File: src/rtl/ivst_pkg.sv
// interrupt vector slot table: shared types, codes and defaults
// used by the top level and the port checker
`timescale 1ns / 1ps

package ivst_pkg;

  localparam int unsigned CPU_IRQS_DEF     = 64;
  localparam int unsigned VECTOR_SLOTS_DEF = 32;

  localparam int unsigned IRQ_NUM_W = 6;
  localparam int unsigned WORD_W    = 32;
  localparam int unsigned VSLOT_W   = 5;
  localparam int unsigned CMD_W     = 2;
  localparam int unsigned STATUS_W  = 2;
  localparam int unsigned TDATA_W   = 72;

  typedef enum logic [CMD_W-1:0] {
    CMD_REGISTER = 2'd0,
    CMD_CLEAR    = 2'd1,
    CMD_DISPATCH = 2'd2,
    CMD_FINISH   = 2'd3
  } cmd_e;

  typedef enum logic [STATUS_W-1:0] {
    ST_OK     = 2'd0,
    ST_FAULT  = 2'd1,
    ST_LOCKED = 2'd2
  } status_e;

  typedef enum logic [1:0] {
    FSM_IDLE    = 2'd0,
    FSM_SLOT_RD = 2'd1,
    FSM_EXEC    = 2'd2
  } fsm_e;

  // one word of the slot memory
  typedef struct packed {
    logic [IRQ_NUM_W-1:0] owner;
    logic [WORD_W-1:0]    handler;
    logic [WORD_W-1:0]    argument;
  } slot_entry_t;

endpackage

File: src/rtl/ivst_free_find.sv
// interrupt vector slot table: finds the lowest slot that is not ready
// depends on nothing but its parameters
`timescale 1ns / 1ps

module ivst_free_find #(
  parameter int unsigned VECTOR_SLOTS = 32,
  parameter int unsigned SLOT_W       = 5
) (
  input  logic [VECTOR_SLOTS-1:0] ready_i,
  output logic                    found_o,
  output logic [SLOT_W-1:0]       slot_o
);

  always_comb begin
    found_o = 1'b0;
    slot_o  = '0;
    // walk downward so the lowest free slot wins
    for (int i = VECTOR_SLOTS - 1; i >= 0; i--) begin
      if (!ready_i[i]) begin
        found_o = 1'b1;
        slot_o  = SLOT_W'(i);
      end
    end
  end

endmodule

File: src/rtl/interrupt_vector_slot_table.sv
// interrupt vector slot table top level: map memory, slot memory, control
// depends on ivst_pkg and ivst_free_find
`timescale 1ns / 1ps

// Maps interrupt numbers to a pool of vector slots.
// Input channel (s_axis): tuser carries the command (register, clear, dispatch,
// finish); tdata carries irq number, handler address, handler argument and the
// daemon request flag. Output channel (m_axis): tuser carries the status,
// tdata the call flag, call address, call argument, slot index and wake flag.
// Every item gives exactly one result item.
// An accepted item is handled in order: the accept edge reads the number-to-slot
// memory, the SLOT_RD state reads the slot memory, and the read-modify-write of
// the slot happens in the EXEC state at the edge that loads the result.
// A new item is taken at that same edge while the receiver keeps up, but none
// while the slot memory is read, as the two memory reads run in series.
// When the receiver stalls, the result waits in the output register, the
// update of the finished item is held back, and no new item is taken.
// Reset clears the mapped bits, the ready and locked bits and the output valid;
// the memories themselves are not cleared and need no clearing pass.
module interrupt_vector_slot_table #(
  parameter int unsigned CPU_IRQS     = ivst_pkg::CPU_IRQS_DEF,
  parameter int unsigned VECTOR_SLOTS = ivst_pkg::VECTOR_SLOTS_DEF
) (
  input  logic                            clk_i,
  input  logic                            rst_ni,
  input  logic                            s_axis_tvalid_i,
  output logic                            s_axis_tready_o,
  // irq_number, handler_address, handler_argument, daemon_request, zero pad
  input  logic [ivst_pkg::TDATA_W-1:0]    s_axis_tdata_i,
  // cmd
  input  logic [ivst_pkg::CMD_W-1:0]      s_axis_tuser_i,
  output logic                            m_axis_tvalid_o,
  input  logic                            m_axis_tready_i,
  // call_handler, call_address, call_argument, vector_slot, wake_daemon, zero pad
  output logic [ivst_pkg::TDATA_W-1:0]    m_axis_tdata_o,
  // status
  output logic [ivst_pkg::STATUS_W-1:0]   m_axis_tuser_o
);

  localparam int unsigned SLOT_W = (VECTOR_SLOTS > 1) ? $clog2(VECTOR_SLOTS) : 1;
  localparam int unsigned IRQ_W  = (CPU_IRQS > 1) ? $clog2(CPU_IRQS) : 1;
  localparam int unsigned NUM_W  = ivst_pkg::IRQ_NUM_W;
  localparam int unsigned WORD_W = ivst_pkg::WORD_W;

  // input unpacking
  logic [NUM_W-1:0]  in_irq;
  logic [WORD_W-1:0] in_addr;
  logic [WORD_W-1:0] in_arg;
  logic              in_dreq;
  logic              in_fire;

  assign in_irq  = s_axis_tdata_i[NUM_W-1:0];
  assign in_addr = s_axis_tdata_i[NUM_W+WORD_W-1:NUM_W];
  assign in_arg  = s_axis_tdata_i[NUM_W+2*WORD_W-1:NUM_W+WORD_W];
  assign in_dreq = s_axis_tdata_i[NUM_W+2*WORD_W];
  assign in_fire = s_axis_tvalid_i && s_axis_tready_o;

  // control
  ivst_pkg::fsm_e state_q, state_d;
  logic           exec_fire;

  // held item
  ivst_pkg::cmd_e    cmd_q;
  logic [NUM_W-1:0]  irq_q;
  logic [WORD_W-1:0] addr_q;
  logic [WORD_W-1:0] arg_q;
  logic              dreq_q;
  logic              in_range_q;

  // state storage
  logic [SLOT_W-1:0]         map_mem [CPU_IRQS];
  logic [SLOT_W-1:0]         map_rd_q;
  logic [CPU_IRQS-1:0]       mapped_q;
  ivst_pkg::slot_entry_t     slot_mem [VECTOR_SLOTS];
  ivst_pkg::slot_entry_t     slot_rd_q;
  logic [VECTOR_SLOTS-1:0]   ready_q;
  logic [VECTOR_SLOTS-1:0]   locked_q;

  // update controls
  logic                  map_we;
  logic                  map_set;
  logic                  map_clr;
  logic                  slot_we;
  logic [SLOT_W-1:0]     slot_waddr;
  ivst_pkg::slot_entry_t slot_wdata;
  logic                  ready_set;
  logic                  ready_clr;
  logic                  lock_set;
  logic                  lock_clr;
  logic [SLOT_W-1:0]     flag_idx;

  // result
  ivst_pkg::status_e status;
  logic              call;
  logic [WORD_W-1:0] caddr;
  logic [WORD_W-1:0] carg;
  logic [SLOT_W-1:0] vslot;
  logic              wake;

  logic                        out_valid_q;
  logic [ivst_pkg::TDATA_W-1:0] out_data_q;
  ivst_pkg::status_e           out_status_q;

  // lookup of the held item
  logic [IRQ_W-1:0]  irq_idx_q;
  logic [IRQ_W-1:0]  in_idx;
  logic              mapped;
  logic [SLOT_W-1:0] cur_slot;
  logic              cur_ready;
  logic              cur_locked;
  logic              owner_match;
  logic              free_found;
  logic              claim;
  logic [SLOT_W-1:0] free_slot;

  assign in_idx    = IRQ_W'(in_irq);
  assign irq_idx_q = IRQ_W'(irq_q);
  assign cur_slot  = map_rd_q;
  assign mapped    = in_range_q && mapped_q[irq_idx_q];
  assign cur_ready   = ready_q[cur_slot];
  assign cur_locked  = locked_q[cur_slot];
  assign owner_match = (slot_rd_q.owner == irq_q);

  ivst_free_find #(
    .VECTOR_SLOTS(VECTOR_SLOTS),
    .SLOT_W      (SLOT_W)
  ) u_free_find (
    .ready_i(ready_q),
    .found_o(free_found),
    .slot_o (free_slot)
  );

  assign exec_fire       = (state_q == ivst_pkg::FSM_EXEC) && (!out_valid_q || m_axis_tready_i);
  assign s_axis_tready_o = (state_q == ivst_pkg::FSM_IDLE) || exec_fire;

  // next state
  always_comb begin
    state_d = state_q;
    unique case (state_q)
      ivst_pkg::FSM_IDLE: begin
        if (in_fire) state_d = ivst_pkg::FSM_SLOT_RD;
      end
      ivst_pkg::FSM_SLOT_RD: begin
        state_d = ivst_pkg::FSM_EXEC;
      end
      ivst_pkg::FSM_EXEC: begin
        if (exec_fire) state_d = in_fire ? ivst_pkg::FSM_SLOT_RD : ivst_pkg::FSM_IDLE;
      end
      default: state_d = ivst_pkg::FSM_IDLE;
    endcase
  end

  always_ff @(posedge clk_i or negedge rst_ni) begin
    if (!rst_ni) begin
      state_q <= ivst_pkg::FSM_IDLE;
    end else begin
      state_q <= state_d;
    end
  end

  // command evaluation and update controls
  always_comb begin
    status     = ivst_pkg::ST_FAULT;
    call       = 1'b0;
    caddr      = '0;
    carg       = '0;
    vslot      = '0;
    wake       = 1'b0;
    claim      = 1'b0;
    slot_we    = 1'b0;
    slot_waddr = cur_slot;
    slot_wdata = slot_rd_q;
    ready_set  = 1'b0;
    ready_clr  = 1'b0;
    lock_set   = 1'b0;
    lock_clr   = 1'b0;
    map_clr    = 1'b0;
    flag_idx   = cur_slot;
    unique case (cmd_q)
      ivst_pkg::CMD_REGISTER: begin
        if (mapped) begin
          vslot = cur_slot;
          if (cur_locked) begin
            status = ivst_pkg::ST_LOCKED;
          end else begin
            status              = ivst_pkg::ST_OK;
            slot_we             = 1'b1;
            slot_wdata.handler  = addr_q;
            slot_wdata.argument = arg_q;
          end
        end else if (in_range_q && free_found) begin
          claim      = 1'b1;
          status     = ivst_pkg::ST_OK;
          vslot      = free_slot;
          flag_idx   = free_slot;
          slot_we    = 1'b1;
          slot_waddr = free_slot;
          slot_wdata = '{owner: irq_q, handler: addr_q, argument: arg_q};
          ready_set  = 1'b1;
          lock_clr   = 1'b1;
        end
      end
      ivst_pkg::CMD_CLEAR: begin
        if (mapped && cur_ready && owner_match) begin
          vslot = cur_slot;
          if (cur_locked) begin
            status = ivst_pkg::ST_LOCKED;
          end else begin
            status     = ivst_pkg::ST_OK;
            map_clr    = 1'b1;
            slot_we    = 1'b1;
            slot_wdata = '0;
            ready_clr  = 1'b1;
            lock_clr   = 1'b1;
          end
        end
      end
      ivst_pkg::CMD_DISPATCH: begin
        if (mapped && cur_ready) begin
          vslot  = cur_slot;
          status = ivst_pkg::ST_OK;
          if (slot_rd_q.handler != '0) begin
            lock_set = 1'b1;
            call     = 1'b1;
            caddr    = slot_rd_q.handler;
            carg     = slot_rd_q.argument;
          end
        end
      end
      ivst_pkg::CMD_FINISH: begin
        if (mapped && cur_ready && cur_locked) begin
          vslot    = cur_slot;
          status   = ivst_pkg::ST_OK;
          lock_clr = 1'b1;
          wake     = dreq_q;
        end
      end
      default: status = ivst_pkg::ST_FAULT;
    endcase
  end

  assign map_we  = exec_fire && claim;
  assign map_set = exec_fire && claim;

  // held item registers
  always_ff @(posedge clk_i) begin
    if (in_fire) begin
      cmd_q      <= ivst_pkg::cmd_e'(s_axis_tuser_i);
      irq_q      <= in_irq;
      addr_q     <= in_addr;
      arg_q      <= in_arg;
      dreq_q     <= in_dreq;
      in_range_q <= (32'(in_irq) < CPU_IRQS);
    end
  end

  // number-to-slot memory, a claim in the same edge is forwarded to the read
  always_ff @(posedge clk_i) begin
    if (map_we) begin
      map_mem[irq_idx_q] <= free_slot;
    end
    if (in_fire) begin
      map_rd_q <= (map_we && (irq_idx_q == in_idx)) ? free_slot : map_mem[in_idx];
    end
  end

  always_ff @(posedge clk_i or negedge rst_ni) begin
    if (!rst_ni) begin
      mapped_q <= '0;
    end else if (exec_fire) begin
      if (map_set) mapped_q[irq_idx_q] <= 1'b1;
      if (map_clr) mapped_q[irq_idx_q] <= 1'b0;
    end
  end

  // slot memory
  always_ff @(posedge clk_i) begin
    if (exec_fire && slot_we) begin
      slot_mem[slot_waddr] <= slot_wdata;
    end
    if (state_q == ivst_pkg::FSM_SLOT_RD) begin
      slot_rd_q <= slot_mem[map_rd_q];
    end
  end

  always_ff @(posedge clk_i or negedge rst_ni) begin
    if (!rst_ni) begin
      ready_q  <= '0;
      locked_q <= '0;
    end else if (exec_fire) begin
      if (ready_set) ready_q[flag_idx]  <= 1'b1;
      if (ready_clr) ready_q[flag_idx]  <= 1'b0;
      if (lock_set)  locked_q[flag_idx] <= 1'b1;
      if (lock_clr)  locked_q[flag_idx] <= 1'b0;
    end
  end

  // output register
  always_ff @(posedge clk_i or negedge rst_ni) begin
    if (!rst_ni) begin
      out_valid_q <= 1'b0;
    end else if (exec_fire) begin
      out_valid_q <= 1'b1;
    end else if (m_axis_tready_i) begin
      out_valid_q <= 1'b0;
    end
  end

  always_ff @(posedge clk_i) begin
    if (exec_fire) begin
      out_status_q <= status;
      out_data_q   <= {1'b0, wake, ivst_pkg::VSLOT_W'(vslot), carg, caddr, call};
    end
  end

  assign m_axis_tvalid_o = out_valid_q;
  assign m_axis_tdata_o  = out_data_q;
  assign m_axis_tuser_o  = out_status_q;

endmodule

File: config.mk
export PLATFORM = sky130hd
export DESIGN_NAME = interrupt_vector_slot_table
export DESIGN_NICKNAME = d
export VERILOG_FILES = /design/src/rtl/ivst_pkg.sv /design/src/rtl/ivst_free_find.sv /design/src/rtl/interrupt_vector_slot_table.sv
export SDC_FILE = /design/constraint.sdc
export NUM_CORES = 2
export LEC_CHECK = 0
export BUFFER_PORTS_ARGS = -buffer_cell sky130_fd_sc_hd__buf_4
export CORE_UTILIZATION = 65
export CTS_CLUSTER_DIAMETER = 60
export DETAILED_ROUTE_END_ITERATION = 7
export HOLD_SLACK_MARGIN = 0.03
export PLACE_DENSITY = 0.82
export REMOVE_ABC_BUFFERS = 1
export SKIP_CTS_REPAIR_TIMING = 1
export SLEW_MARGIN = 20
export SYNTH_ARGS = -nofsm -noshare
export SYNTH_HDL_FRONTEND = slang
export SYNTH_HIERARCHICAL = 1
export SYNTH_SLANG_ARGS = --single-unit
File: constraint.sdc
create_clock -name clk_i -period 18.2 [get_ports clk_i]
set_input_delay 0 -clock clk_i [delete_from_list [all_inputs] [get_ports clk_i]]
set_output_delay 0 -clock clk_i [all_outputs]
set_load 0.01 [all_outputs]
==> impl_metrics.csv <==
group,metric,value,unit
critical_path,critPathKind,"register to register",
synth,ys_seq_area_share,76.7,%
routing,drcViolationCount,48,
job,cap_violations,0,
place,dp.cells,7423,
synth,synth_top_area_share,73.8,%
synth,synth.largest_area_cell,"edfxtp_1",
power_and_ir_drop,ir_drop,0.121,mV
clock_network,cts_buffers,298,
global_routing,antenna_found_initial,18,
floorplanning,std_cell_rows,152,
synth,yosysUniqueCellTypes,67,
status,status,"finished, violations left",
place,pre_cts_ws,11.52,ns
place,dp_hpwl,151000,um
place,place.port_buffers,151,
synth,synthArstFlopShare,4.50,%
timing,fin_ws,10.99,ns
global_routing,grt_pass1_wl,478000,um
timing,hold_slack,0.0681,ns
finish,fin_cells,8092,
hold_path,hold_path.class,"primary input to register",
synth,synth_most_common_cell,"edfxtp_1",
finish,drive_gt1_share,28.0,%
global_routing,grt_max_degree,146,
power_and_ir_drop,power,15.0,mW
power_and_ir_drop,power.leakage,41.4,nW
clock_network,clock_path_buffers,4,
routing,wirelength,362000,um
timing,slew_viol_final,0,
critical_path,setup.worst_path.start_class,"register",
synth,yosys_warnings,6,
routing,vias,64110,
finish,utilization,74.4,%
synth,synth_top_cells_by_area,"edfxtp_1, mux4_2, dfrtp_1",
finish,finalNetCount,5640,
critical_path,rrSetupSlack,10.99,ns
critical_path,arrival,7.74,ns
critical_path,startpoint,"cur_slot[1]",
timing,fin_setup_tns,0,ns
power_and_ir_drop,power_density,117,nW/um^2
routing,ant_nets,0,
timing,fmax,139,MHz
floorplanning,fp.coreArea,172000,um^2
critical_path,crit_fanout,143,
routing,routedWlPerCell,44.7,um
floorplanning,pin_count,154,
place,gp_congestion,0.844,
timing,fin_crit_sh,39.6,%
synth,synth-seq-cells,2912,
clock_network,clk_pin_slew,0.07,ns
synth,synth.avg_cell_area,22.0,um^2
timing,setup_viol,0,
floorplanning,dieWidth,419,um
critical_path,r2r_cells,13,
global_routing,track_usage,39.7,%
floorplanning,initial_core_util,65.7,%
critical_path,crit_end,"slot_mem[17][25]",
critical_path,crit_path_end_kind,"register",
synth,synth_top_flop_cell,"edfxtp_1",
synth,synth_commonest_cells,"edfxtp_1, mux4_2, nand2_1",
routing,drt_first_pass_iters,8,
routing,vias_per_cell,7.92,
timing,max_slew_margin,11.5,%
clock_network,htreeDepth,5,
clock_network,clock_sinks,2912,
floorplanning,die_h,419,um
clock_network,cts_root_buf,"clkbuf_16",
clock_network,cts_tree,"done",
critical_path,required,18.73,ns
floorplanning,die_area,176000,um^2
status,violations,"DRC",
global_routing,globalRoute.totalOverflow,0,
synth,syn_area,113000,um^2
clock_network,clock_latency,0.98,ns
finish,syn_to_final_growth,13.3,%
routing,drtIter0Drc,12828,
timing,fin_skew,0.0887,ns
global_routing,grt_pass1_vias,62806,
timing,finalCriticalPeriod,7.21,ns
finish,fin_area,128000,um^2
critical_path,r2r_end,"slot_mem[17][25]",
place,post_dp_cell_area,117000,um^2
timing,hold_viol_final,0,
timing,tightest_slew,1.33,ns
synth,synth-edff-count,2781,
critical_path,crit-reg2reg-launch,"cur_slot[1]",
synth,synth_cells,5140,
timing,rsz0062_at_grt,"false",
-- area by class of cell --
class | count | area [um^2]
sequential | 2912 | 86800
clock buffer | 356 | 7810
antenna | 7 | 17.5
timing repair buffer | 429 | 3690
clock inverter | 157 | 1560
multi-input combinational | 1906 | 25400
inverter | 15 | 68.8
tap | 2310 | 2890
fill | 8376 | 44100
-- worst min-delay path by stage --
stage / from / endpoint / slack, ns / cells past startpoint
2_1_floorplan: rst_ni / async pin / -0.30 / 0
3_3_place_gp: s_axis_tdata_i[55] / arg_q[17] / 0.18 / 1
3_5_place_dp: s_axis_tdata_i[39] / arg_q[1] / 0.18 / 1
4_1_cts: s_axis_tdata_i[6] / addr_q[0] / -0.83 / 1
5_1_grt: s_axis_tdata_i[1] / irq_idx_q[1] / 0.07 / 2
6_report: s_axis_tdata_i[1] / irq_idx_q[1] / 0.07 / 2
-- placed cells by master (no fill, tap or decap), types with 13 or more instances in the layout --
cell | netlist | layout
edfxtp_1 | 2781 | 2781
and2_1 | 73 | 72
a21oi_1 | 173 | 171
mux2_2 | 41 | 41
inv_1 | 14 | 13
mux2i_1 | 79 | 79
dfrtp_1 | 131 | 131
clkinv_2 | 0 | 46
dlygate4sd3_1 | 0 | 147
a22o_1 | 69 | 67
a31oi_1 | 102 | 102
clkinv_1 | 1 | 57
mux4_2 | 811 | 811
bufinv_16 | 0 | 30
nor2b_1 | 16 | 15
buf_4 | 3 | 273
clkbuf_1 | 159 | 51
clkbuf_16 | 0 | 304
nor3b_2 | 2 | 33
nand4_1 | 13 | 13
nand2_1 | 227 | 227
nand3_1 | 20 | 19
nor2_1 | 92 | 89
-- metal layers --
| layer | vias to the layer above | track usage [%] | wire, um |
|---|---|---|---|
| met3 | 2080 | 9.23 | 50100 |
| met5 | - | 0 | 103 |
| li1 | 22441 | - | - |
| met4 | 12 | 26.6 | 33600 |
| met2 | 7784 | 63.8 | 174000 |
| met1 | 31793 | 48.7 | 105000 |
-- critical path, stage by stage (launching register included) --
cell and delay, ns:
edfxtp_1 0.70, buf_4 0.74, buf_12 0.66, mux2i_1 0.24, a22oi_1 0.23, nand3_1 0.10
o21ai_0 0.29, or2_2 0.21, a41oi_2 0.25, a21o_4 0.49, buf_4 0.46, nor3b_2 0.38
buf_4 0.65, buf_4 1.08
-- logic make-up (layout without fill, tap and decap cells) --
logic type	count (synthesis)	after routing	share of synthesized area (%)
other cells	1	8	0.00331
xor+xnor	12	12	0.0929
simple gates	553	553	2.52
mux	931	931	17.2
flops	2912	2912	76.7
buf+inv	322	957	1.15
compound gates	409	409	2.29
-- power by group --
| part | switching [mW] | internal (mW) | leakage [nW] |
|---|---|---|---|
| clock | 2.73 | 3.49 | 4.58 |
| sequential | 0.0738 | 7.56 | 26.9 |
| combinational | 0.720 | 0.429 | 9.90 |
| total | 3.52 | 11.5 | 41.4 |
-- sequential cells by signal, indices dropped and copies added, names as in the netlist, 2 cells and up, named ones only --
signal,flops
addr_q,32
arg_q,32
cmd_q,2
cur_slot,5
irq_idx_q,6
m_axis_tdata_o,71
m_axis_tuser_o,2
map_mem,320
mapped_q,64
ready_q,32
slot_mem,2240
slot_rd_q,70
state_q,2
Note: power is estimated with default switching activity, not from simulation.
